## config.mk

```make
export PLATFORM = sky130hd
export DESIGN_NAME = jgr_outq
export DESIGN_NICKNAME = d
export VERILOG_FILES = /design/src/jgr_pkg.sv /design/src/jgr_outq.sv
export SDC_FILE = /design/constraint.sdc
export NUM_CORES = 1
export LEC_CHECK = 0
export CAP_MARGIN = 20
export CORE_MARGIN = 4
export CORE_UTILIZATION = 55
export DETAILED_ROUTE_END_ITERATION = 6
export DONT_BUFFER_PORTS = 1
export GPL_TIMING_DRIVEN = 0
export PLACE_DENSITY = 0.76
export SYNTH_ARGS = -nofsm -noshare
export SYNTH_HDL_FRONTEND = slang
export SYNTH_SLANG_ARGS = --single-unit
```

## constraint.sdc

```tcl
create_clock -name clk -period 3.5 [get_ports clk]
set_input_delay 0.7 -clock clk [delete_from_list [all_inputs] [get_ports clk]]
set_output_delay 0.7 -clock clk [all_outputs]
set_load 0.05 [all_outputs]
```

## src/jgr_pkg.sv

```systemverilog
`timescale 1ns / 1ps
// Shared types and constants for the Jacobi grid relaxation block.
// No dependencies; imported by every other file in src.
package jgr_pkg;

	localparam int MODE_W = 2;
	localparam int IDX_W  = 5;
	localparam int CIDX_W = 2;
	localparam int CFG_W  = 23;
	localparam int GS_W   = 6;
	localparam int TOL_W  = 23;
	localparam int MS_W   = 16;
	localparam int SC_W   = 16;

	localparam logic [MODE_W-1:0] MODE_WRITE = 2'd0;
	localparam logic [MODE_W-1:0] MODE_RUN   = 2'd1;
	localparam logic [MODE_W-1:0] MODE_READ  = 2'd2;

	localparam logic [CIDX_W-1:0] REG_GRID_SIZE  = 2'd0;
	localparam logic [CIDX_W-1:0] REG_TOLERANCE  = 2'd1;
	localparam logic [CIDX_W-1:0] REG_MAX_SWEEPS = 2'd2;

	// controller -> datapath
	typedef struct packed {
		logic host_wr;   // cell write transfer
		logic host_rd;   // cell read transfer
		logic start;     // run transfer: load limits, clear counters
		logic rd_vert;   // issue reads of upper and lower neighbours
		logic rd_horz;   // issue reads of left and right neighbours
		logic rd_mid;    // issue read of the centre cell
		logic add_vert;  // accumulate vertical pair
		logic add_horz;  // accumulate horizontal pair
		logic upd;       // write new value, form change
		logic cpy;       // copy centre cell into the spare bank
		logic step;      // advance to next interior cell
		logic sweep_end; // count sweep, swap banks, latch convergence
	} jgr_cmd_t;

	// datapath -> controller
	typedef struct packed {
		logic last_cell;
		logic stop;
	} jgr_stat_t;

	// controller -> result queue / result mux
	typedef struct packed {
		logic host; // result of a write, read or unused mode
		logic rd;   // that result carries read data
		logic run;  // result of a run
	} jgr_push_t;

endpackage

```

## src/jgr_outq.sv

```systemverilog
`timescale 1ns / 1ps
// Two-entry result queue between the core and the output channel.
// Depends on jgr_pkg.
module jgr_outq #(
	parameter int VALUE_BITS = 24
) (
	input  logic                          clk,
	input  logic                          arst_n,
	input  logic                          push,
	input  logic signed [VALUE_BITS-1:0]  push_rv,
	input  logic [jgr_pkg::SC_W-1:0]      push_sc,
	input  logic                          push_cv,
	output logic                          out_valid,
	input  logic                          out_stall,
	output logic signed [VALUE_BITS-1:0]  read_value,
	output logic [jgr_pkg::SC_W-1:0]      sweep_count,
	output logic                          converged,
	output logic [1:0]                    cnt,
	output logic                          pop
);
	import jgr_pkg::*;

	logic signed [VALUE_BITS-1:0] rv_q [2];
	logic [SC_W-1:0]              sc_q [2];
	logic                         cv_q [2];
	logic                         wp_q, rp_q;
	logic [1:0]                   cnt_q;

	assign out_valid = cnt_q != 2'd0;
	assign pop       = out_valid && !out_stall;
	assign cnt       = cnt_q;

	always_ff @(posedge clk) begin
		if (push) begin
			rv_q[wp_q] <= push_rv;
			sc_q[wp_q] <= push_sc;
			cv_q[wp_q] <= push_cv;
		end
	end

	always_ff @(posedge clk or negedge arst_n) begin
		if (!arst_n) begin
			wp_q  <= 1'b0;
			rp_q  <= 1'b0;
			cnt_q <= '0;
		end else begin
			if (push)
				wp_q <= !wp_q;
			if (pop)
				rp_q <= !rp_q;
			cnt_q <= cnt_q + 2'(push) - 2'(pop);
		end
	end

	assign read_value  = rv_q[rp_q];
	assign sweep_count = sc_q[rp_q];
	assign converged   = cv_q[rp_q];

endmodule
```

==> out/metrics.cfg <==
[status]
status=complete, no violations

[synth]
synthXorXnorAreaFrac_pct=1.043
ys_warn_count=0
syn_area_um2=3359
synthSimpleGateAreaFrac_pct=0.5587
synth.avg_cell_area_um2=23.17
syn_nets=192
ys_seq_area_share_pct=76.28
synth.largest_area_cell=edfxtp_1
synth_mux_area_share_pct=18.10
ys_ff_latch=86
yosysTopAreaCellShare_pct=73.30
synth_fa_ha_area_share_pct=0.7449
synth_area_leaders=edfxtp_1, mux2_4, dfrtp_1
synth_top_family_by_area=multiplexers
synth_compound_area_share_pct=0.2235
synthCells=145
netlist-cell-type-count=14

[timing]
slew_headroom_pct=34.16
worst_hold_slack_ns=0.06079
fmax_mhz=437.6
skew_ns=0.008691
slew_violations=0
period_needed_ns=2.285
hold_violations=0
fin_crit_sh_pct=65.29
rsz0062_at_grt=no
finalSetupViolCount=0
worst_pin_slew_ns=0.9876

[route]
drt_pass1_iterations=3
routedWlPerCell_um=20.59
postRouteAntennaNets=0
routed_via_density=5.401
totalWireLength_mm=4.879
drc=0
vias=1280
first_iter_violations=29

[worst_setup_path]
cp-end-kind=primary output
cp_top_family=flip-flops
crit_slowest_cell=dfrtp_1
cp_data_arrival_time_ns=1.59
cpPeakStageDelay_ns=0.68
cp.required_ns=2.80
timing_worst_setup_path_type=flop to primary output
start_kind=flop
cp_cell_sequence=o21bai_1 > inv_1
worstPathBufferInverterCount=1
critical_path.max_fanout=4
reg2reg_depth=7
cp.depth=2

[clock_network]
path_clk_slew_ns=0.07
insertion_delay_ns=0.33
cts_resized=0
cts_root_buffer=clkbuf_8
post_cts_buffers=0
cts_htree_levels=3
hold_buffers=0
cts_buffers=9
clockBufferDepth=2
tritoncts=done
cts_num_sinks=86

[power]
comb_power_share_pct=42.1
switchingPower_mw=1.528
power.clock.fraction_pct=19.9
p_int_mw=2.373
power.share.switching_pct=39.17
ir_drop_v=0.0006073
leakagePower_nw=1.373
p_seq_share_pct=38.0
power_density_nw_per_um2=1049

[final_layout]
drive_gt1_share_pct=38.89
fillers=438
antennaDiodeCount=0
instances_no_fill=237
seq_area_um2=2562
final_nets=204
utilization_pct=62.83
multi_input_area_um2=703.2
areaGrowthSynthToFinish_pct=10.73

[global_routing]
antenna_found_initial=0
grt_pass1_wl_mm=7.362
grt_overflow=0
grt_max_degree=42
grt_use_total_pct=13.82
grt_pass1_vias=1440

[die]
core_area_um2=5921
ios=90
initial_core_util_pct=56.74
fp.dieW_um=86.16
row_count=28
die-height_um=86.16
fp.dieArea_um2=7423

[placement]
dpl.cell_count=221
dp_hpwl_mm=3.510
gp_congestion=0.7033
port_buffers=0

[flow_run]
drv_cap=0

[worst_hold_path]
hold_class=primary input to async pin

-- state kept, by name (all words and copies together) (netlist names) --
| signal | cells |
|---|---|
| rv_q | 48 |
| sc_q | 32 |
| cnt | 2 |
| cv_q | 2 |
| rp_q | 1 |
| wp_q | 1 |
-- layout make-up --
type	count	share of cell area, %
buffer	5	2.455
clock buffer	12	3.633
clock inverter	4	2.556
inverter	3	0.3027
multi-input combinational	51	18.90
sequential	86	68.89
tap	75	2.523
timing repair buffer	1	0.7400
-- power groups by stage --
stage / Clock [mW] / Combinational, mW / Sequential [mW]
after CTS: 0.796 / 1.67 / 1.49
after detailed placement: 0 / 1.67 / 1.51
final: 0.775 / 1.64 / 1.48
after global routing: 0.845 / 1.70 / 1.50
after global placement: 0 / 1.61 / 1.50
after floorplan: 0 / 1.51 / 1.49
-- cell families (layout without fill, tap and decap cells) --
kind of cell	after synthesis	after routing
AO/OA/AOI/OAI	1	1
XOR/XNOR	4	4
AND/OR/NAND/NOR	3	3
buffers and inverters	8	25
adder cells (fa/ha/maj)	2	2
multiplexers	41	41
flip-flops	86	86
-- cell usage in the layout, fill, tap and decap left out --
master     instances
and2_2             1
clkbuf_1           3
xnor2_1            3
buf_12             4
mux2_4            39
bufinv_16          3
edfxtp_1          82
inv_1              3
ha_1               2
or2_2              1
nor2b_4            1
clkinv_2           1
dfrtp_1            4
buf_16             1
mux2_2             2
o21bai_1           1
clkbuf_8           9
buf_6              1
xor2_1             1
-- path summary, 6_finish.rpt --
check / startpoint / to / slack [ns]
max: cnt[0] / pop / 1.21
min: arst_n / wp_q / 0.06
max reg2reg: cnt[1] / cnt[1] / 1.33
min reg2reg: wp_q / wp_q / 0.55
max in group asynchronous: arst_n / cnt[0] / 3.37
min in group clk: push_rv[10] / rv_q[1][10] / 0.46
-- cell usage after synthesis --
master,number
and2_1,1
or2_2,1
ha_1,2
buf_6,1
inv_1,3
dfrtp_1,4
mux2_4,39
buf_12,4
edfxtp_1,82
xnor2_1,3
o21bai_1,1
mux2_2,2
nor2b_1,1
xor2_1,1
-- layer usage --
layer | wire, um | track usage [%] | vias to the layer above
met4 | 68 | 7.338 | 0
met2 | 2843 | 25.51 | 49
met5 | 0 | 0 | -
met3 | 527 | 6.820 | 6
li1 | - | - | 584
met1 | 1440 | 11.91 | 641
-- metrics by stage --
stage / power (mW) / TNS, ns / worst slack [ns] / area, um^2
6_report: 3.901 / 0 / 1.215 / 3720
4_1_cts: 3.950 / 0 / 1.188 / 3720
3_3_place_gp: 3.118 / -6.214 / -0.1533 / 3453
2_1_floorplan: 3.000 / 0 / 0.5237 / 3359
5_1_grt: 4.046 / 0 / 1.152 / 3720
3_5_place_dp: 3.175 / 0 / 1.328 / 3490
-- worst register-to-register path: cells and delay by family (launching register included) --
kind / cells / cell delay, ns
buffers and inverters: 2 / 0.33
adders and majority gates: 2 / 0.56
xor gates and xnor gates: 2 / 0.29
AOI/OAI and AO/OA: 1 / 0.30
DFF: 1 / 0.59
Note: power is estimated with default switching activity, not from simulation.
