**config.mk**
```make
export PLATFORM = sky130hd
export DESIGN_NAME = jgr_ctrl
export DESIGN_NICKNAME = d
export VERILOG_FILES = /design/src/jgr_pkg.sv /design/src/jgr_ctrl.sv
export SDC_FILE = /design/constraint.sdc
export NUM_CORES = 1
export LEC_CHECK = 0
export ABC_AREA = 1
export BUFFER_PORTS_ARGS = -buffer_cell sky130_fd_sc_hd__clkbuf_2
export CAP_MARGIN = 40
export CORE_MARGIN = 4
export CORE_UTILIZATION = 40
export DETAILED_ROUTE_END_ITERATION = 8
export PLACE_DENSITY = 0.63
export SYNTH_ARGS = -nofsm -noshare
export SYNTH_HDL_FRONTEND = slang
export SYNTH_SLANG_ARGS = --single-unit
```
**constraint.sdc**
```tcl
create_clock -name clk -period 2.4 [get_ports clk]
set_clock_uncertainty 0.2 [all_clocks]
set_input_delay 0.24 -clock clk [delete_from_list [all_inputs] [get_ports clk]]
set_output_delay 0.24 -clock clk [all_outputs]
set_load 0.005 [all_outputs]
```
**src/jgr_pkg.sv**
```systemverilog
`timescale 1ns / 1ps
// Shared types and constants for the Jacobi grid relaxation block.
// No dependencies; imported by every other file in src.
package jgr_pkg;

	localparam int MODE_W = 2;
	localparam int IDX_W  = 5;
	localparam int CIDX_W = 2;
	localparam int CFG_W  = 23;
	localparam int GS_W   = 6;
	localparam int TOL_W  = 23;
	localparam int MS_W   = 16;
	localparam int SC_W   = 16;

	localparam logic [MODE_W-1:0] MODE_WRITE = 2'd0;
	localparam logic [MODE_W-1:0] MODE_RUN   = 2'd1;
	localparam logic [MODE_W-1:0] MODE_READ  = 2'd2;

	localparam logic [CIDX_W-1:0] REG_GRID_SIZE  = 2'd0;
	localparam logic [CIDX_W-1:0] REG_TOLERANCE  = 2'd1;
	localparam logic [CIDX_W-1:0] REG_MAX_SWEEPS = 2'd2;

	// controller -> datapath
	typedef struct packed {
		logic host_wr;   // cell write transfer
		logic host_rd;   // cell read transfer
		logic start;     // run transfer: load limits, clear counters
		logic rd_vert;   // issue reads of upper and lower neighbours
		logic rd_horz;   // issue reads of left and right neighbours
		logic rd_mid;    // issue read of the centre cell
		logic add_vert;  // accumulate vertical pair
		logic add_horz;  // accumulate horizontal pair
		logic upd;       // write new value, form change
		logic cpy;       // copy centre cell into the spare bank
		logic step;      // advance to next interior cell
		logic sweep_end; // count sweep, swap banks, latch convergence
	} jgr_cmd_t;

	// datapath -> controller
	typedef struct packed {
		logic last_cell;
		logic stop;
	} jgr_stat_t;

	// controller -> result queue / result mux
	typedef struct packed {
		logic host; // result of a write, read or unused mode
		logic rd;   // that result carries read data
		logic run;  // result of a run
	} jgr_push_t;

endpackage

```
**src/jgr_ctrl.sv**
```systemverilog
`timescale 1ns / 1ps
// Controller: input acceptance, per-cell read/accumulate/update sequence,
// sweep loop and result hand-off. Depends on jgr_pkg.
module jgr_ctrl (
	input  logic                          clk,
	input  logic                          arst_n,
	input  logic                          in_valid,
	input  logic [jgr_pkg::MODE_W-1:0]    mode,
	output logic                          in_stall,
	input  logic [1:0]                    q_cnt,
	input  logic                          q_pop,
	input  jgr_pkg::jgr_stat_t            stat,
	output jgr_pkg::jgr_cmd_t             cmd,
	output jgr_pkg::jgr_push_t            push
);
	import jgr_pkg::*;

	typedef enum logic [9:0] {
		S_IDLE  = 10'b00_0000_0001,
		S_RD0   = 10'b00_0000_0010,
		S_RD1   = 10'b00_0000_0100,
		S_RD2   = 10'b00_0000_1000,
		S_UPD   = 10'b00_0001_0000,
		S_FLUSH = 10'b00_0010_0000,
		S_CHK   = 10'b00_0100_0000,
		S_CP0   = 10'b00_1000_0000,
		S_CP1   = 10'b01_0000_0000,
		S_OUT   = 10'b10_0000_0000
	} state_t;

	state_t state_q, state_d;
	logic   pend_q, pend_rd_q;
	logic   accept, room, out_room;
	logic [2:0] occ;

	// slots taken once the pending host result lands and any pop completes
	assign occ      = 3'(q_cnt) + 3'(pend_q) - 3'(q_pop);
	assign room     = occ < 3'd2;
	assign out_room = (q_cnt < 2'd2) || q_pop;
	assign in_stall = (state_q != S_IDLE) || !room;
	assign accept   = in_valid && !in_stall;

	always_comb begin
		cmd = '0;
		if (accept) begin
			case (mode)
				MODE_WRITE: cmd.host_wr = 1'b1;
				MODE_RUN:   cmd.start   = 1'b1;
				MODE_READ:  cmd.host_rd = 1'b1;
				default: ;
			endcase
		end
		case (state_q)
			S_RD0: cmd.rd_vert = 1'b1;
			S_RD1: begin
				cmd.rd_horz  = 1'b1;
				cmd.add_vert = 1'b1;
			end
			S_RD2: begin
				cmd.rd_mid   = 1'b1;
				cmd.add_horz = 1'b1;
			end
			S_UPD: begin
				cmd.upd  = 1'b1;
				cmd.step = 1'b1;
			end
			S_CHK:   cmd.sweep_end = 1'b1;
			S_CP0:   cmd.rd_mid = 1'b1;
			S_CP1: begin
				cmd.cpy  = 1'b1;
				cmd.step = 1'b1;
			end
			default: ;
		endcase
	end

	always_comb begin
		state_d = state_q;
		case (state_q)
			S_IDLE:  if (cmd.start) state_d = S_RD0;
			S_RD0:   state_d = S_RD1;
			S_RD1:   state_d = S_RD2;
			S_RD2:   state_d = S_UPD;
			S_UPD:   state_d = stat.last_cell ? S_FLUSH : S_RD0;
			S_FLUSH: state_d = S_CHK;
			S_CHK:   state_d = stat.stop ? S_CP0 : S_RD0;
			S_CP0:   state_d = S_CP1;
			S_CP1:   state_d = stat.last_cell ? S_OUT : S_CP0;
			S_OUT:   if (out_room) state_d = S_IDLE;
			default: state_d = S_IDLE;
		endcase
	end

	always_ff @(posedge clk or negedge arst_n) begin
		if (!arst_n) begin
			state_q   <= S_IDLE;
			pend_q    <= 1'b0;
			pend_rd_q <= 1'b0;
		end else begin
			state_q   <= state_d;
			pend_q    <= accept && (mode != MODE_RUN);
			pend_rd_q <= cmd.host_rd;
		end
	end

	assign push.host = pend_q;
	assign push.rd   = pend_rd_q;
	assign push.run  = (state_q == S_OUT) && out_room;

endmodule

```
==> metrics.md, run 1 <==
| Metric | Value |
|---|---|
| Tightest Pin Transition | 0.315 ns |
| Clk sink count | 12 |
| DR vias/cell | ~4.6 |
| Total clock buffers created by CTS | 3 |
| Final antenna-violating net count | 0 |
| Placement Rows | 16 |
| Cell area after layout | roughly 1200 um2 |
| Number of synthesized flops with an enable pin | 0 |
| Period utilisation layout | 110% |
| FFs w/ async S/R, synth | 100% |
| Initial Utilization | 43.5% |
| Violations in the final reports | negative setup slack |
| Via count | around 870 |
| Kind of critical path | flip-flop to output port |
| Final period demand of the worst path | between 2 and 3 ns |
| XOR/XNOR share of the synthesized area | 0% |
| Wire length per cell after detailed routing | 10.7 um |
| Length in cells of the worst reg-to-reg path | 12 |
| Portion of netlist area occupied by mux cells | 0% |
| Number of buffer cells added on primary ports | 25 |
| Min-Delay Path Depth | 3 |
| Post-detailed-placement half-perimeter wirelength | roughly 1.6 mm |
| Power consumption | roughly 0.73 mW |
| Clock latency on the worst-skew pair | between 0.2 and 0.3 ns |
| Crit path capture type | output port |
| Number of top-level pins | 26 |
| End point of the worst hold path | pend_q |
| TritonCTS clock tree | done |
| Global routing usage summed across all routing layers | ~15% |
| Critical hold path startpoint | mode[1] |
| FF-to-FF Start | pend_q |
| Hold Crit Class | primary input to flip-flop |
| Horiz. Die Dim | 54.9 um |
| Post-synthesis cell count | 127 |
| R2R Setup Slk | 0.10 ns |
| Count of unique library cells instantiated by Yosys | 27 |
| Proportion of synthesized chip area in sequential cells | around a third |
| End-of-flow core utilization | approximately 57% |
| Post-synth net total | 139 |
| Violation count after the first detailed-route iteration | 13 |
| Final setup fails | 4 |
| Total iterations of the first detailed-routing run | 4 |
| Post-synthesis sequential element count | 12 |
| Die height | ~55 um |
| Pin count of the biggest net entering global routing | 13 |
| Total DRC errors in the routed layout | 0 |
| Area fraction in compound gates after synthesis | 4.41% |
| Most common flop cell mapped by yosys | sky130_fd_sc_hd__dfrtp_1 |
| Crit path launch type | flip-flop |
| Number of buffers on the longest clock path | 2 |
| Peak clock frequency supported by timing | between 0.3 and 0.4 GHz |
| Share of synthesized cell area in full adder, half adder and majority cells | under 10% |
| Number of antenna violations at the first check in global routing | 0 |
| Final setup TNS | -0.684 ns |
| ANT cells | 0 |
| Worst Path Max Fanout | 3 |
| Number of max-slew violations in the final report | 0 |
| Clock transition time at the flip-flop clock pins of the worst setup and hold paths | about 0.08 ns |
| Total number of nets in the final design | 174 |
| H-tree Lvls | 1 |
| Req. time, crit path | approximately 2.0 ns |
| Die area | about 3000 um2 |
| Area of the core region | 2020 um2 |
| VDD IR max | around 0.32 mV |
| Simple-gate share of the synthesized area | a little over two fifths |
| Post-synthesis instance area | between 800 and 900 um2 |
| Static power due to leakage | approximately 0.66 nW |
| Smallest setup slack after layout | -0.235 ns |
| Combinational family with the most area after synthesis | simple AND/OR/NAND/NOR gates |
| Layout-stage area growth over the synthesis result | 31.2% |
| Total gr overflow | 0 |
| Result of the run | finished, violations left |
| Global-route wire length before repair | 3.29 mm |
| Post-Synthesis Mean Instance Area | between 6 and 7 um2 |
| Share of final-layout standard cells stronger than drive strength 1 | ~40% |
| Placer Congestion | slightly above 0.8 |
| Destination of the worst register-to-register timing path | state_q[1] |
| Count of maximum capacitance violations | 0 |
| Via count of the first global-routing pass | between 800 and 900 |
| P per Cell Area | between 600 and 700 nW/um2 |
| Worst hold slack | 0.112 ns |
| Post-place instance area | 1020 um2 |
| RSZ-0062 raised after global routing | true |
| Hold Fails Final Rpt | 0 |
| CP arrival | between 2 and 2.5 ns |
| Filler cells | ~200 |
| Wirelength, routed | between 2 and 2.5 mm |
| Clock Tree Root | sky130_fd_sc_hd__clkbuf_4 |
| Tightest slew margin relative to the limit | roughly four fifths |
| Warnings, synthesis | 0 |
cells in the mapped netlist, types with 2 or more instances:
cell type	count	share of area, %
sky130_fd_sc_hd__nor2_2	4	2.8
sky130_fd_sc_hd__dfrtp_1	11	31
sky130_fd_sc_hd__nand2_1	15	6.4
sky130_fd_sc_hd__nand3_1	11	6.3
sky130_fd_sc_hd__nor2_1	25	11
sky130_fd_sc_hd__nand2_2	6	4.3
sky130_fd_sc_hd__nor2_4	2	2.6
sky130_fd_sc_hd__inv_1	21	9.0
sky130_fd_sc_hd__nor3_1	3	1.7
sky130_fd_sc_hd__buf_4	3	2.6
sky130_fd_sc_hd__nor4_1	4	2.8
sky130_fd_sc_hd__inv_2	5	2.1
sky130_fd_sc_hd__nand4_1	3	2.1
power by group:
part	leakage (nW)	switching, mW	internal, mW	total [mW]
clock	0.0210	0.0733	0.0923	0.166
sequential	0.163	0.0146	0.230	0.245
combinational	0.472	0.187	0.128	0.314
total	0.655	0.275	0.451	0.725
how the worst max path moves through the flow:
stage,slack (ns),depth (start not counted),startpoint,to
floorplan,0.28,9,pend_q,cmd[9]
global placement,0.14,10,pend_q,cmd[10]
detailed placement,0.09,10,pend_q,cmd[10]
CTS,-0.15,10,pend_q,cmd[9]
global route,-0.34,10,pend_q,cmd[9]
finish,-0.24,10,pend_q,cmd[9]
cell usage in the layout (no fill, tap or decap), types with 4 or more instances in the layout:
| master | Yosys | layout |
|---|---|---|
| sky130_fd_sc_hd__nor2_1 | 25 | 24 |
| sky130_fd_sc_hd__nand2_2 | 6 | 7 |
| sky130_fd_sc_hd__clkbuf_2 | 0 | 22 |
| sky130_fd_sc_hd__buf_4 | 3 | 5 |
| sky130_fd_sc_hd__inv_2 | 5 | 7 |
| sky130_fd_sc_hd__inv_1 | 21 | 19 |
| sky130_fd_sc_hd__nor2_2 | 4 | 5 |
| sky130_fd_sc_hd__nor4_1 | 4 | 4 |
| sky130_fd_sc_hd__nand3_1 | 11 | 10 |
| sky130_fd_sc_hd__nand2_1 | 15 | 14 |
| sky130_fd_sc_hd__dfrtp_1 | 11 | 11 |
per-stage QoR:
| step | std cells | setup WS [ns] |
|---|---|---|
| floorplan | 127 | 0.275 |
| global placement | 176 | 0.145 |
| detailed placement | 176 | 0.0876 |
| CTS | 185 | -0.147 |
| global route | 188 | -0.340 |
| finish | 188 | -0.235 |
worst max-delay path: stages (launching register included):
cell                      delay, ns
sky130_fd_sc_hd__dfrtp_1       0.39
sky130_fd_sc_hd__inv_2         0.07
sky130_fd_sc_hd__ha_4          0.19
sky130_fd_sc_hd__inv_2         0.04
sky130_fd_sc_hd__nand2_2       0.05
sky130_fd_sc_hd__fa_2          0.57
sky130_fd_sc_hd__o21ai_2       0.07
sky130_fd_sc_hd__nor2_4        0.10
sky130_fd_sc_hd__nand3_2       0.09
sky130_fd_sc_hd__nor3_2        0.20
sky130_fd_sc_hd__buf_2         0.14
cells by family (layout without fill, tap and decap cells):
family / Yosys count / in the layout
buffers and inverters: 30 / 64
adder cells (fa/ha/maj): 2 / 2
AND/OR/NAND/NOR: 77 / 77
AO/OA/AOI/OAI: 6 / 6
flip-flops: 12 / 12
per-layer routing:
layer,global-route usage (%),vias to the layer above,share of wire [%]
met5,0,-,0
li1,-,467,-
met3,3.49,4,4.6
met1,18.9,384,44
met4,6.07,0,1.0
met2,26.0,17,50
state kept, by name, summed over array words and instances (netlist names):
signal / flops
pend_rd_q: 1
state_q: 10
pend_q: 1
what timing repair did:
action	CTS	global route
buffers inserted	2	3
endpoints found under the hold margin	13	0
pin swaps	4	5
hold buffers	3	0
cloned	0	0
endpoints found under the setup margin	4	4
gates resized for setup	2	11
layout make-up:
| class | instances | area, um2 | area share [%] |
|---|---|---|---|
| well taps | 27 | 33.8 | 2.93 |
| flip-flops and latches | 12 | 302 | 26.1 |
| inverters | 27 | 101 | 8.79 |
| multi-input cells | 85 | 488 | 42.3 |
| clock buffers | 4 | 36.3 | 3.15 |
| repair buffers | 33 | 193 | 16.7 |
Power figures use the tool's default switching activity.
==> inputs of run 2 (changes only) <==
- clock period: 2.4 -> 3.29 ns (I/O delays scaled with it)
==> run 2 against run 1 <==
  * The flow now finishes without violations
  * Largest cell class unchanged
  * First-iteration DRC count grew 38%
  * Sequential cell count is the same
  * Largest power group unchanged
  * Non-clock buffer count shrank 7
  * Critical endpoint is now cmd[10]
  * Critical path type unchanged
==> metrics.md, run 2 (same netlist as run 1, synthesis figures left out) <==
| Metric | Value |
|---|---|
| Period utilisation layout | 80.9% |
| Crit path launch type | flip-flop |
| Static power due to leakage | around 0.61 nW |
| Area of the core region | approximately 2000 um2 |
| Final setup TNS | 0 ns |
| Switching power summed over all nets | 0.185 mW |
| Tightest Pin Transition | about 0.36 ns |
| Hold Crit Class | primary input to flip-flop |
| Total iterations of the first detailed-routing run | 4 |
| Number of buffer cells added on primary ports | 25 |
| Worst Path Max Fanout | 4 |
| Worst hold slack | roughly 0.083 ns |
| Slowest cell on the critical path | sky130_fd_sc_hd__fa_1 |
| Kind of critical path | flip-flop to output port |
| Delay of the slowest critical-path stage | 0.47 ns |
| Clock latency on the worst-skew pair | about 0.27 ns |
| Total gr overflow | 0 |
| Total DRC errors in the routed layout | 0 |
| Placer Congestion | between 0.8 and 0.9 |
| Total clock buffers created by CTS | 3 |
| Number of buffers on the longest clock path | 2 |
| ANT cells | 0 |
| Crit path max-delay family | adder cells |
| Post-detailed-placement half-perimeter wirelength | about 1.6 mm |
| Die area | around 3000 um2 |
| Share of final-layout standard cells stronger than drive strength 1 | between 30% and 40% |
| Part of the power in registers | 37.6% |
| Wirelength, routed | around 1.9 mm |
| DR vias/cell | approximately 4.7 |
| Total number of nets in the final design | between 150 and 200 |
| Leading cell types in the layout, fill and taps excluded | 25 x sky130_fd_sc_hd__nor2_1, 25 x sky130_fd_sc_hd__clkbuf_2, 21 x sky130_fd_sc_hd__inv_1 |
| Tightest slew margin relative to the limit | approximately three quarters |
| Internal Dissipation | 0.291 mW |
| Initial Utilization | 43.5% |
| Pin count of the biggest net entering global routing | 13 |
| Clock share of power | 20.0% |
| Number of buffers inserted by post-CTS setup repair | 0 |
| Final setup fails | 0 |
| VDD IR max | around 0.22 mV |
| Number of placed instances with taps included | about 180 |
| P per Cell Area | ~450 nW/um2 |
| Number of max-slew violations in the final report | 0 |
| Wire length per cell after detailed routing | 10.6 um |
| Cell breakdown of the critical path | inv_1 -> ha_1 -> inv_1 -> nand2_1 -> fa_1 -> o21ai_0 -> nor2_4 -> nand4_1 -> nor2_1 -> clkbuf_2 |
| Global routing usage summed across all routing layers | roughly 15% |
| Post-place instance area | between 1000 and 1500 um2 |
| Post-route non-filler standard cell count | 181 |
| Violation count after the first detailed-route iteration | 18 |
| Placement Rows | 16 |
| Largest registers | state_q (10), pend_q (1), pend_rd_q (1) |
| Layout-stage area growth over the synthesis result | 19.6% |
| Die height | about 55 um |
| Peak clock frequency supported by timing | between 0.3 and 0.4 GHz |
| Clock transition time at the flip-flop clock pins of the worst setup and hold paths | approximately 0.080 ns |
| Result of the run | completed |
| Part of the power in combinational logic | 42.4% |
| Via count of the first global-routing pass | ~760 |
| Power consumption | around 0.48 mW |
| Req. time, crit path | between 2 and 3 ns |
| CP arrival | around 2.1 ns |
| Most common cell on crit path | sky130_fd_sc_hd__inv_1 |
| Crit path capture type | output port |
| Hold Fails Final Rpt | 0 |
| RSZ-0062 raised after global routing | false |
| Global-route wire length before repair | 3.18 mm |
| TritonCTS clock tree | done |
| Clk sink count | 12 |
| Max reg flops | 10 |
| Biggest register | state_q |
| Horiz. Die Dim | about 55 um |
| H-tree Lvls | 1 |
| Net Sw Frac | a little under 40% |
| Number of buffer and inverter stages on the critical path | 3 |
| Clock Tree Root | sky130_fd_sc_hd__clkbuf_4 |
| Final antenna-violating net count | 0 |
| Number of antenna violations at the first check in global routing | 0 |
| Number of top-level pins | 26 |
| Cell area after layout | 1050 um2 |
| Final period demand of the worst path | about 2.7 ns |
| Count of maximum capacitance violations | 0 |
| Via count | 855 |
run 2: final timing paths:
check | startpoint | slack, ns | depth (start not counted) | endpoint
worst min register to register | state_q[5] | 0.37 | 2 | state_q[6]
worst max register to register | pend_q | 1.16 | 10 | state_q[1]
worst max-delay path | pend_q | 0.63 | 10 | cmd[10]
max in group asynchronous | arst_n | 2.31 | 2 | state_q[0]
min in group asynchronous | arst_n | 0.28 | 2 | state_q[6]
worst min-delay path | stat[1] | 0.08 | 2 | state_q[7]
run 2: per-layer routing:
layer | GRT usage (%) | wire [um] | vias to the layer above
met5 | 0 | 0 | -
met2 | 25.6 | 957 | 23
met1 | 17.8 | 843 | 379
li1 | - | - | 451
met3 | 4.56 | 107 | 2
met4 | 4.86 | 10 | 0
run 2: cell type report:
type	instances	area [um2]
fill	212	970
tap	27	33.8
multi-input combinational	85	454
inverter	27	101
timing repair buffer	26	135
clock buffer	4	26.3
sequential	12	302
run 2: worst reg2reg max path: stages, from the launching register on:
cell and delay, ns:
sky130_fd_sc_hd__dfrtp_1 0.34, sky130_fd_sc_hd__inv_1 0.04, sky130_fd_sc_hd__ha_1 0.26, sky130_fd_sc_hd__inv_1 0.05, sky130_fd_sc_hd__nand2_1 0.05, sky130_fd_sc_hd__fa_1 0.47, sky130_fd_sc_hd__o21ai_0 0.13, sky130_fd_sc_hd__nor2_4 0.13
sky130_fd_sc_hd__a31oi_1 0.09, sky130_fd_sc_hd__or2_1 0.21, sky130_fd_sc_hd__nor2_1 0.08
run 2: metrics by stage:
stage               worst slack [ns]  util [%]
CTS                            0.583      52.0
global route                   0.353      52.0
finish                         0.629      52.0
detailed placement             0.811      50.2
global placement               0.866      50.2
floorplan                       1.08         -
run 2: power groups by stage:
stage	combinational [mW]	sequential [mW]	clock [mW]
global route	0.234	0.181	0.110
finish	0.202	0.179	0.0949
global placement	0.198	0.181	0
detailed placement	0.204	0.182	0
CTS	0.205	0.179	0.101
floorplan	0.157	0.179	0
run 2: repair_timing:
item | CTS | global route
hold buffers | 1 | 0
endpoints found under the hold margin | 11 | 0
gates resized for setup | 0 | 0
